### config.mk
export PLATFORM = sky130hd
export DESIGN_NAME = dle_stuffed_frame_builder_unit
export DESIGN_NICKNAME = d
export VERILOG_FILES = /design/src/hw/rtl/dsfb_pkg.sv /design/src/hw/rtl/dsfb_expand.sv /design/src/hw/rtl/dsfb_emit.sv /design/src/hw/rtl/dle_stuffed_frame_builder_unit.sv
export SDC_FILE = /design/constraint.sdc
export NUM_CORES = 1
export LEC_CHECK = 0
export ABC_AREA = 1
export BUFFER_PORTS_ARGS = -buffer_cell sky130_fd_sc_hd__buf_2
export CORE_MARGIN = 8
export CORE_UTILIZATION = 45
export DETAILED_ROUTE_END_ITERATION = 12
export SLEW_MARGIN = 15
export SYNTH_ARGS = -nofsm -noshare
export SYNTH_HDL_FRONTEND = slang
export SYNTH_SLANG_ARGS = --single-unit
### constraint.sdc
create_clock -name clk -period 7.4 [get_ports clk]
set_input_delay 1.11 -clock clk [delete_from_list [all_inputs] [get_ports clk]]
set_output_delay 1.11 -clock clk [all_outputs]
set_load 0.005 [all_outputs]
### src/hw/rtl/dsfb_pkg.sv
// Shared types, codes and constants of the DLE stuffed frame builder.
package dsfb_pkg;

  localparam int SEQ_BYTES     = 4;
  localparam int START_MAX_DEF = 4;
  localparam int END_MAX_DEF   = 4;
  localparam int MAX_RES       = 2 + SEQ_BYTES + 1;
  localparam int CNT_W         = $clog2(MAX_RES + 1);

  localparam logic [7:0] SEED = 8'h55;
  localparam logic [7:0] DLE  = 8'h10;

  typedef enum logic [1:0] {
    CMD_BEGIN = 2'd0,
    CMD_PARAM = 2'd1,
    CMD_END   = 2'd2
  } cmd_t;

  typedef enum logic [1:0] {
    REG_START_BYTES = 2'd0,
    REG_START_LEN   = 2'd1,
    REG_END_BYTES   = 2'd2,
    REG_END_LEN     = 2'd3
  } reg_idx_t;

  typedef struct packed {
    logic [31:0] start_bytes;
    logic [2:0]  start_len;
    logic [31:0] end_bytes;
    logic [2:0]  end_len;
  } cfg_t;

  typedef struct packed {
    logic [MAX_RES-1:0][7:0] bytes;
    logic [CNT_W-1:0]        count;
    logic [7:0]              flen;
  } burst_t;

endpackage

### src/hw/rtl/dsfb_expand.sv
// Expands one accepted transaction into its burst of frame bytes and keeps the frame state.
module dsfb_expand #(
  parameter int START_MAX = dsfb_pkg::START_MAX_DEF,
  parameter int END_MAX   = dsfb_pkg::END_MAX_DEF
) (
  input  logic              clk,
  input  logic              rst_n,
  input  logic              accept,
  input  logic [1:0]        cmd,
  input  logic [7:0]        data_byte,
  input  dsfb_pkg::cfg_t    cfg,
  output dsfb_pkg::burst_t  burst
);

  localparam int START_LIM =
    (START_MAX < dsfb_pkg::SEQ_BYTES) ? START_MAX : dsfb_pkg::SEQ_BYTES;
  localparam int END_LIM =
    (END_MAX < dsfb_pkg::SEQ_BYTES) ? END_MAX : dsfb_pkg::SEQ_BYTES;

  logic [7:0]                 csum_r, csum_nxt;
  logic [7:0]                 cnt_r, cnt_nxt;
  logic [3:0][7:0]            sb, eb;
  logic [dsfb_pkg::CNT_W-1:0] slen, elen, ncs, p, q, n;

  assign sb   = cfg.start_bytes;
  assign eb   = cfg.end_bytes;
  assign slen = (cfg.start_len > 3'(START_LIM)) ? 3'(START_LIM) : cfg.start_len;
  assign elen = (cfg.end_len > 3'(END_LIM)) ? 3'(END_LIM) : cfg.end_len;
  assign ncs  = (csum_r == dsfb_pkg::DLE) ? 3'd2 : 3'd1;

  always_comb begin
    burst    = '0;
    csum_nxt = csum_r;
    cnt_nxt  = cnt_r;
    p        = '0;
    q        = '0;
    n        = '0;
    unique case (cmd)
      dsfb_pkg::CMD_BEGIN: begin
        for (int i = 0; i < dsfb_pkg::MAX_RES; i++) begin
          p = 3'(i);
          if (p < slen) begin
            burst.bytes[i] = sb[p[1:0]];
          end else if (p == slen) begin
            burst.bytes[i] = data_byte;
          end
        end
        n           = slen + 3'd1;
        burst.count = n;
        cnt_nxt     = 8'(slen) + 8'd2;
        csum_nxt    = dsfb_pkg::SEED ^ sb[1] ^ data_byte;
      end
      dsfb_pkg::CMD_PARAM: begin
        burst.bytes[0] = data_byte;
        burst.bytes[1] = dsfb_pkg::DLE;
        n              = (data_byte == dsfb_pkg::DLE) ? 3'd2 : 3'd1;
        burst.count    = n;
        cnt_nxt        = cnt_r + 8'(n);
        csum_nxt       = csum_r ^ data_byte;
      end
      dsfb_pkg::CMD_END: begin
        for (int i = 0; i < dsfb_pkg::MAX_RES; i++) begin
          p = 3'(i);
          q = p - ncs;
          if (p < ncs) begin
            burst.bytes[i] = csum_r;
          end else if (q < elen) begin
            burst.bytes[i] = eb[q[1:0]];
          end else if (q == elen) begin
            burst.bytes[i] = data_byte;
          end
        end
        n           = ncs + elen + 3'd1;
        burst.count = n;
        burst.flen  = cnt_r + 8'(n);
        csum_nxt    = '0;
        cnt_nxt     = '0;
      end
      default: begin
        burst.count = '0;
      end
    endcase
  end

  always_ff @(posedge clk) begin
    if (!rst_n) begin
      csum_r <= '0;
      cnt_r  <= '0;
    end else if (accept) begin
      csum_r <= csum_nxt;
      cnt_r  <= cnt_nxt;
    end
  end

endmodule

### src/hw/rtl/dsfb_emit.sv
// Holds one burst of frame bytes and shifts it out through the output register.
module dsfb_emit (
  input  logic             clk,
  input  logic             rst_n,
  input  logic             load,
  input  dsfb_pkg::burst_t burst,
  output logic             ready,
  output logic             out_valid,
  input  logic             out_ready,
  output logic [7:0]       out_byte,
  output logic             out_last,
  output logic [7:0]       out_frame_length
);

  logic [dsfb_pkg::MAX_RES-1:0][7:0] buf_r, buf_nxt;
  logic [dsfb_pkg::CNT_W-1:0]        rem_r, rem_nxt;
  logic [7:0]                        flen_r, flen_nxt;
  logic                              out_valid_r, out_valid_nxt;
  logic [7:0]                        out_byte_r, out_flen_r;
  logic                              out_last_r;
  logic                              adv, emit;

  assign adv   = !out_valid_r || out_ready;
  assign emit  = (rem_r != '0) && adv;
  assign ready = (rem_r == '0) || ((rem_r == 3'd1) && adv);

  always_comb begin
    buf_nxt  = buf_r;
    rem_nxt  = rem_r;
    flen_nxt = flen_r;
    if (emit) begin
      buf_nxt = {8'h00, buf_r[dsfb_pkg::MAX_RES-1:1]};
      rem_nxt = rem_r - 3'd1;
    end
    if (load) begin
      buf_nxt  = burst.bytes;
      rem_nxt  = burst.count;
      flen_nxt = burst.flen;
    end
    out_valid_nxt = adv ? emit : out_valid_r;
  end

  always_ff @(posedge clk) begin
    if (!rst_n) begin
      rem_r       <= '0;
      out_valid_r <= 1'b0;
    end else begin
      rem_r       <= rem_nxt;
      out_valid_r <= out_valid_nxt;
    end
  end

  always_ff @(posedge clk) begin
    buf_r  <= buf_nxt;
    flen_r <= flen_nxt;
    if (emit) begin
      out_byte_r <= buf_r[0];
      out_last_r <= (rem_r == 3'd1);
      out_flen_r <= (rem_r == 3'd1) ? flen_r : 8'h00;
    end
  end

  assign out_valid        = out_valid_r;
  assign out_byte         = out_byte_r;
  assign out_last         = out_last_r;
  assign out_frame_length = out_flen_r;

endmodule

### src/hw/rtl/dle_stuffed_frame_builder_unit.sv
// Top level of the DLE stuffed frame builder with its configuration registers.
// Each input transaction expands into a burst of 1 to 7 frame bytes that leave one per
// cycle while out_ready is high: a parameter byte produces one byte, or two when it is
// stuffed; a begin item produces start_len + 1; an end item produces 2 + end_len, or
// 3 + end_len when the checksum is stuffed, where start_len and end_len saturate at
// START_MAX and END_MAX, at most four. The first byte passes through the burst buffer
// and then the output register after acceptance. The next transaction is accepted in
// the cycle the previous burst's last byte moves into the output register, so the
// single-byte output serializer sets the rate. A type 3 transaction is accepted and
// dropped. Configuration writes take effect at once and belong between frames.
module dle_stuffed_frame_builder_unit #(
  parameter int START_MAX = dsfb_pkg::START_MAX_DEF,
  parameter int END_MAX   = dsfb_pkg::END_MAX_DEF
) (
  input  logic        clk,
  input  logic        rst_n,
  input  logic        in_valid,
  output logic        in_ready,
  input  logic [1:0]  in_cmd,
  input  logic [7:0]  in_data_byte,
  output logic        out_valid,
  input  logic        out_ready,
  output logic [7:0]  out_byte,
  output logic        out_last,
  output logic [7:0]  out_frame_length,
  input  logic        cfg_we,
  input  logic [1:0]  cfg_index,
  input  logic [31:0] cfg_wdata
);

  dsfb_pkg::cfg_t   cfg_r;
  dsfb_pkg::burst_t burst;
  logic             in_accept;

  assign in_accept = in_valid && in_ready;

  always_ff @(posedge clk) begin
    if (!rst_n) begin
      cfg_r <= '0;
    end else if (cfg_we) begin
      unique case (cfg_index)
        dsfb_pkg::REG_START_BYTES: cfg_r.start_bytes <= cfg_wdata;
        dsfb_pkg::REG_START_LEN:   cfg_r.start_len   <= cfg_wdata[2:0];
        dsfb_pkg::REG_END_BYTES:   cfg_r.end_bytes   <= cfg_wdata;
        dsfb_pkg::REG_END_LEN:     cfg_r.end_len     <= cfg_wdata[2:0];
      endcase
    end
  end

  dsfb_expand #(
    .START_MAX (START_MAX),
    .END_MAX   (END_MAX)
  ) u_expand (
    .clk       (clk),
    .rst_n     (rst_n),
    .accept    (in_accept),
    .cmd       (in_cmd),
    .data_byte (in_data_byte),
    .cfg       (cfg_r),
    .burst     (burst)
  );

  dsfb_emit u_emit (
    .clk              (clk),
    .rst_n            (rst_n),
    .load             (in_accept),
    .burst            (burst),
    .ready            (in_ready),
    .out_valid        (out_valid),
    .out_ready        (out_ready),
    .out_byte         (out_byte),
    .out_last         (out_last),
    .out_frame_length (out_frame_length)
  );

endmodule

==> impl_metrics.tcl, run 1 <==
set metrics [dict create \
    status "completed" \
    maxCapViolations 0 \
    post_cts_resized 0 \
    antenna_found_initial 0 \
    cp.arrival_ns 4.07 \
    place_area_sq_mm 0.00957 \
    final.min_clock_period_ns 3.90 \
    finalHoldViolCount 0 \
    ys_ff_latch 171 \
    worst-path-max-fanout 55 \
    layout-area-overhead-vs-synth_pct 11.2 \
    yosys_warnings 0 \
    holdCritPathClass "flop to flop" \
    pin_count 68 \
    worstSetupPathType "flop to flop" \
    synthesis.area_sq_mm 0.00911 \
    maxSlewHeadroom 0.419 \
    postCtsSetupRepairBufs 0 \
    endpoint_kind "flop" \
    first_pass_iters 5 \
    finalInstanceArea_sq_mm 0.0101 \
    drive_gt1_frac 0.109 \
    clock_latency_ns 0.44 \
    drv_slew 0 \
    final_cell_mix "239 x nand2_1, 176 x o21ai_0, 165 x nor2_1, 102 x inv_1, 94 x a21oi_1" \
    fin_crit_sh 0.526 \
    cts_max_path_buffers 2 \
    p_per_area_mw_per_mm2 337 \
    fillers 2055 \
    irDropWorstVdd_mv 0.251 \
    ant_nets 0 \
    grt_usage 0.243 \
    routed_wl_mm 30.1 \
    hpwlAfterDp_mm 22.2 \
    ys_types 44 \
    drtIter0Drc 921 \
    ys_top_cells_by_area "edfxtp_1 27%, dfxtp_1 20%, nand2_1 9.9%" \
    clock_sinks 171 \
    clock.fmax_mhz 257 \
    h-tree-depth 4 \
    yosysTopAreaCell "edfxtp_1" \
    grt_pass1_wl_mm 45.5 \
    final_common_cell "nand2_1" \
    drc_errors 0 \
    worstPathRequired_ns 7.58 \
    die_y_microns 158 \
    routedWlPerCell_microns 19.9 \
    vias 8458 \
    setup_tns_ns 0 \
    hold_ws_ns 0.419 \
    skew_ns 0.0150 \
    numPortBuffers 67 \
    initial_core_util 0.455 \
    path_clk_slew_ns 0.07 \
    setup_viol 0 \
    grt_remaining_overflow 0 \
    gp_congestion 0.970 \
    ys_seq_area_frac 0.465 \
    n_antenna_cell 0 \
    syn_inst 1197 \
    post_drt_via_cell_ratio 5.59 \
    cts_hold_buf 0 \
    cts_root_buffer "clkbuf_16" \
    dieArea_sq_mm 0.0251 \
    tritoncts "yes" \
    die_w_microns 158 \
    cts_buffers 17 \
    grt_max_degree 89 \
    final_net_count 1303 \
    power_leakage_nw 4.27 \
    rows 52 \
    syn_avg_cell_area_sq_um 7.61 \
    first_global_vias 7622 \
    cp-start-kind "flop" \
    core_sq_mm 0.0200 \
    rsz0062_at_grt "no" \
    tightest_slew_ns 0.869 \
    synth_top_area_frac 0.267 \
    synth_nets 1270 \
]
==> state kept, by name (all words and copies together), names as in the netlist <==
signal,cells
u_emit.out_valid,1
u_emit.buf_r,56
u_emit.rem_r,3
u_emit.out_frame_length,8
u_expand.csum_r,8
u_emit.out_byte,8
u_expand.cnt_r,8
u_emit.out_last,1
cfg_r,70
u_emit.flen_r,8
==> through the flow <==
step                      cells   util  worst slack (ns)  power (mW)
final                      1513  0.505              3.50        3.41
after global routing       1513  0.505              3.09        3.59
after CTS                  1513  0.505              3.54        3.41
after detailed placement   1481  0.477              3.56        2.53
after global placement     1481  0.477              3.64        2.51
after floorplan            1197      -              4.10        2.19
==> cell usage after synthesis <==
master / instances
o21ai_4: 1
o22ai_1: 9
nor3b_2: 1
nand2_2: 5
buf_2: 19
nor4_1: 2
nand2_4: 2
dfxtp_1: 90
xor2_1: 1
nor3_1: 3
o311ai_0: 4
clkbuf_1: 32
nand2_1: 240
a32o_1: 1
o21ai_1: 10
buf_6: 2
a31oi_1: 16
a32oi_1: 1
nor2_1: 165
buf_4: 4
a21oi_1: 94
o21ai_2: 1
a21o_1: 1
a22oi_1: 6
clkbuf_2: 1
inv_1: 102
nand4_1: 5
inv_2: 10
a211oi_1: 1
nor2_2: 5
edfxtp_1: 81
o21ai_0: 176
o21bai_1: 1
nor2_4: 2
o211ai_1: 10
ha_1: 21
fa_1: 3
nor2_8: 1
xnor2_1: 2
nand3_1: 59
o21a_1: 2
buf_1: 3
a221oi_1: 1
clkinv_1: 1
==> area by class of cell <==
| type | instances | area (sq um) | area share |
|---|---|---|---|
| Clock buffer | 18 | 429 | 0.0424 |
| Clock inverter | 14 | 133 | 0.0131 |
| Inverter | 113 | 424 | 0.0419 |
| Multi-Input combinational cell | 852 | 4170 | 0.412 |
| Sequential cell | 171 | 4230 | 0.418 |
| Tap cell | 270 | 338 | 0.0334 |
| Timing Repair Buffer | 75 | 395 | 0.0390 |
==> path summary, 6_finish.rpt <==
path                            slack [ns]                              to                            start  cells after the start
worst max-delay path                  3.50  u_emit.flen_r[5]$_SDFFCE_PN0P_  u_expand.csum_r[6]$_SDFFE_PN0P_                     15
worst min-delay path                  0.42    u_emit.out_byte[5]$_DFFE_PP_        u_emit.buf_r[5]$_DFFE_PP_                      0
worst max register to register        3.50  u_emit.flen_r[5]$_SDFFCE_PN0P_  u_expand.csum_r[6]$_SDFFE_PN0P_                     15
worst min register to register        0.42    u_emit.out_byte[5]$_DFFE_PP_        u_emit.buf_r[5]$_DFFE_PP_                      0
==> where the power goes <==
group / switching (mW) / leakage (nW) / internal (mW) / total, mW
sequential: 0.104 / 1.56 / 1.40 / 1.50
clock: 0.418 / 0.279 / 0.472 / 0.890
combinational: 0.730 / 2.43 / 0.289 / 1.02
==> critical path, stage by stage (launching register included) <==
cell and delay [ns]:
dfxtp_1 0.34, inv_1 0.07, nand2_1 0.08, nor2_2 0.04, nand2_2 0.62, inv_2 0.35
ha_1 0.34, fa_1 0.38, xnor2_1 0.22, ha_1 0.31, nand2_1 0.08, nor2_1 0.04
a211oi_1 0.45, nor2_1 0.11, o21ai_0 0.16, a21oi_1 0.05
==> logic make-up (layout without fill, tap and decap cells) <==
group	Yosys count	after routing	synth area share
AOI/OAI and AO/OA	335	335	0.198
adders and majority gates	24	24	0.0354
xor gates and xnor gates	3	3	0.00289
DFF	171	171	0.465
and+or+nand+nor	490	490	0.221
buffers and inverters	174	220	0.0777
==> metal layers <==
metal  track usage  part of all wire
met5             0                 0
met4        0.0844             0.025
met1         0.363              0.47
met3        0.0478             0.091
met2         0.341              0.41
(Power assumes the default switching activity.)
==> run 2, diff against run 1 <==
Settings changed: ABC_AREA 1 to 0.
Clock period 7.4 ns to 3.7 ns, I/O delays scaled along.
==> impl_metrics.tcl, run 2 <==
set metrics [dict create \
    setup_viol 0 \
    ys_types 67 \
    ys_ff_latch 171 \
    path_clk_slew_ns 0.07 \
    post_cts_resized 0 \
    tightest_slew_ns 0.991 \
    yosys_warnings 0 \
    initial_core_util 0.453 \
    first_pass_iters 7 \
    async_reset_ff_frac 0 \
    setup.worst_path.start "u_expand.csum_r[3]$_SDFFE_PN0P_" \
    synth_nets 1100 \
    synthesis.area_sq_mm 0.00905 \
    r2r_cells 8 \
    final_net_count 1125 \
    maxSlewHeadroom 0.339 \
    reg_top3 "cfg_r x70, u_emit.buf_r x56" \
    dieArea_sq_mm 0.0249 \
    die_y_microns 158 \
    layout-area-overhead-vs-synth_pct 11.2 \
    rr_startpoint "u_expand.csum_r[3]$_SDFFE_PN0P_" \
    layout.area.seq_sq_mm 0.00423 \
    pin_count 68 \
    fin_crit_sh 0.819 \
    worstSetupPathType "flop to flop" \
    hpwlAfterDp_mm 19.6 \
    finalInstanceArea_sq_mm 0.0101 \
    cts_buffers 17 \
    antenna_found_initial 0 \
    maxCapViolations 0 \
    cts_hold_buf 0 \
    h-tree-depth 4 \
    finalHoldViolCount 0 \
    final_cell_mix "244 x nand2_1, 123 x a21oi_1, 90 x dfxtp_1, 81 x edfxtp_1, 67 x buf_2" \
    power_leakage_nw 3.79 \
    cpPeakStageDelay_ns 0.46 \
    final_common_cell "nand2_1" \
    drtIter0Drc 830 \
    cp-start-kind "flop" \
    ys_top_cells_by_area "edfxtp_1 27%, dfxtp_1 20%, nand2_1 10%" \
    post_drt_via_cell_ratio 5.82 \
    holdPathStages 3 \
    routed_wl_mm 27.6 \
    grt_pass1_wl_mm 42.6 \
    n_antenna_cell 0 \
    ys_seq_area_frac 0.468 \
    cpMaxStageDelayCell "o21bai_1" \
    worstPathRequired_ns 3.88 \
    first_global_vias 7181 \
    drc_errors 0 \
    yosysTopAreaCell "edfxtp_1" \
    routedWlPerCell_microns 20.7 \
    ant_nets 0 \
    rows 52 \
    die_w_microns 158 \
    p_int_mw 4.30 \
    status "completed" \
    rsz0062_at_grt "no" \
    grt_remaining_overflow 0 \
    numPortBuffers 67 \
    synth_edf_count 81 \
    largest_register_ff_count 70 \
    combPwrFrac 0.289 \
    cts_root_buffer "clkbuf_16" \
    fillers 1936 \
    clock_latency_ns 0.44 \
    switchingPower_mw 2.26 \
    gp_congestion 0.902 \
    grt_usage 0.226 \
    grt_max_degree 47 \
    worst-path-max-fanout 36 \
    r2r_end "u_emit.buf_r[15]$_DFFE_PP_" \
    skew_ns 0.0130 \
    p_seq_frac 0.447 \
    syn_avg_cell_area_sq_um 8.81 \
    clock_sinks 171 \
    p_sw_frac 0.345 \
    largest_register "cfg_r" \
    synth_ff_type "dfxtp_1" \
    vias 7776 \
    postCtsSetupRepairBufs 0 \
    synth_top_area_frac 0.269 \
    drive_gt1_frac 0.139 \
    setup_tns_ns 0 \
    irDropWorstVdd_mv 0.378 \
    cp.arrival_ns 3.21 \
    place_area_sq_mm 0.00949 \
    holdCritPathClass "input pin to flop" \
    ys_top_cells_by_count "244 x nand2_1, 123 x a21oi_1, 90 x dfxtp_1, 81 x edfxtp_1, 53 x clkbuf_1" \
    syn_inst 1027 \
    multi_input_area_sq_mm 0.00438 \
    crit_chain "nor4b_4 > nand2_4 > buf_4 > ha_1 > o21bai_1 > nand2b_1 > a21boi_0 > o22ai_1" \
    final.min_clock_period_ns 3.03 \
    endpoint_kind "flop" \
    clock.fmax_mhz 330 \
    p_clk_frac 0.265 \
    core_sq_mm 0.0200 \
    endpoint "u_emit.buf_r[15]$_DFFE_PP_" \
    p_per_area_mw_per_mm2 652 \
    drv_slew 0 \
    cts_max_path_buffers 2 \
    tritoncts "yes" \
    synth.most_common_cell "nand2_1" \
    r2r_slack_ns 0.67 \
]
## run 2: cell count changes in the layout (fill, tap and decap cells not counted), moves of 19 or more
| cell | delta |
|---|---|
| o21ai_0 | -129 |
| nor2_1 | -118 |
| inv_1 | -86 |
| nand3_1 | -33 |
| a21oi_1 | +29 |
| mux2i_1 | +19 |
## run 2: worst min-delay path by stage
stage                                         to  slack, ns                 startpoint
global placement    u_emit.out_byte[6]$_DFFE_PP_       0.40  u_emit.buf_r[6]$_DFFE_PP_
global route              cfg_r[54]$_SDFFE_PN0P_       0.36              cfg_wdata[16]
CTS                       cfg_r[28]$_SDFFE_PN0P_       0.35              cfg_wdata[25]
floorplan           u_emit.out_byte[0]$_DFFE_PP_       0.40  u_emit.buf_r[0]$_DFFE_PP_
finish                    cfg_r[28]$_SDFFE_PN0P_       0.36              cfg_wdata[25]
detailed placement  u_emit.out_byte[2]$_DFFE_PP_       0.40  u_emit.buf_r[2]$_DFFE_PP_
## run 2: worst max-delay path, delay by kind of cell, from the launching register on
family	cells	cell delay [ns]
AOI/OAI and AO/OA	3	0.84
and+or+nand+nor	3	0.87
buffers and inverters	1	0.28
DFF	1	0.36
adders and majority gates	1	0.41
## run 2: logic make-up (layout without fill, tap and decap cells)
group	Yosys count	in the layout	synth area share
adder cells (fa/ha/maj)	24	24	0.0357
flip-flops	171	171	0.468
AO/OA/AOI/OAI	278	278	0.194
AND/OR/NAND/NOR	412	412	0.206
multiplexers	28	28	0.0322
buffers and inverters	98	136	0.0488
XOR/XNOR	16	16	0.0155
## run 2: final cells by class
cell class / count / share of cell area
flip-flops and latches: 171 / 0.421
clock buffers: 18 / 0.0437
well taps: 270 / 0.0336
clock inverters: 14 / 0.0126
inverters: 20 / 0.00771
repair buffers: 84 / 0.0460
multi-input cells: 758 / 0.435
## run 2: per-layer routing
metal	wire [microns]	GRT usage	vias up
li1	-	-	3694
met1	12700	0.321	3692
met2	11800	0.331	342
met3	2490	0.0560	48
met4	595	0.0730	0
met5	0	0	-
## run 2: per-stage QoR
step	hold WS (ns)	utilization	cells	power, mW	worst slack, ns
finish	0.358	0.504	1335	6.56	0.670
global route	0.360	0.504	1335	6.89	0.448
CTS	0.348	0.504	1335	6.58	0.720
detailed placement	0.405	0.475	1303	4.85	0.735
global placement	0.404	0.475	1303	4.83	0.814
floorplan	0.400	-	1027	4.24	0.687
## run 2: power by group through the flow
| stage | logic, mW | registers, mW | clock network, mW |
|---|---|---|---|
| after floorplan | 1.32 | 2.92 | 0 |
| after global placement | 1.87 | 2.96 | 0 |
| after detailed placement | 1.89 | 2.96 | 0 |
| after CTS | 1.89 | 2.93 | 1.76 |
| after global routing | 2.07 | 2.98 | 1.83 |
| final | 1.89 | 2.93 | 1.73 |
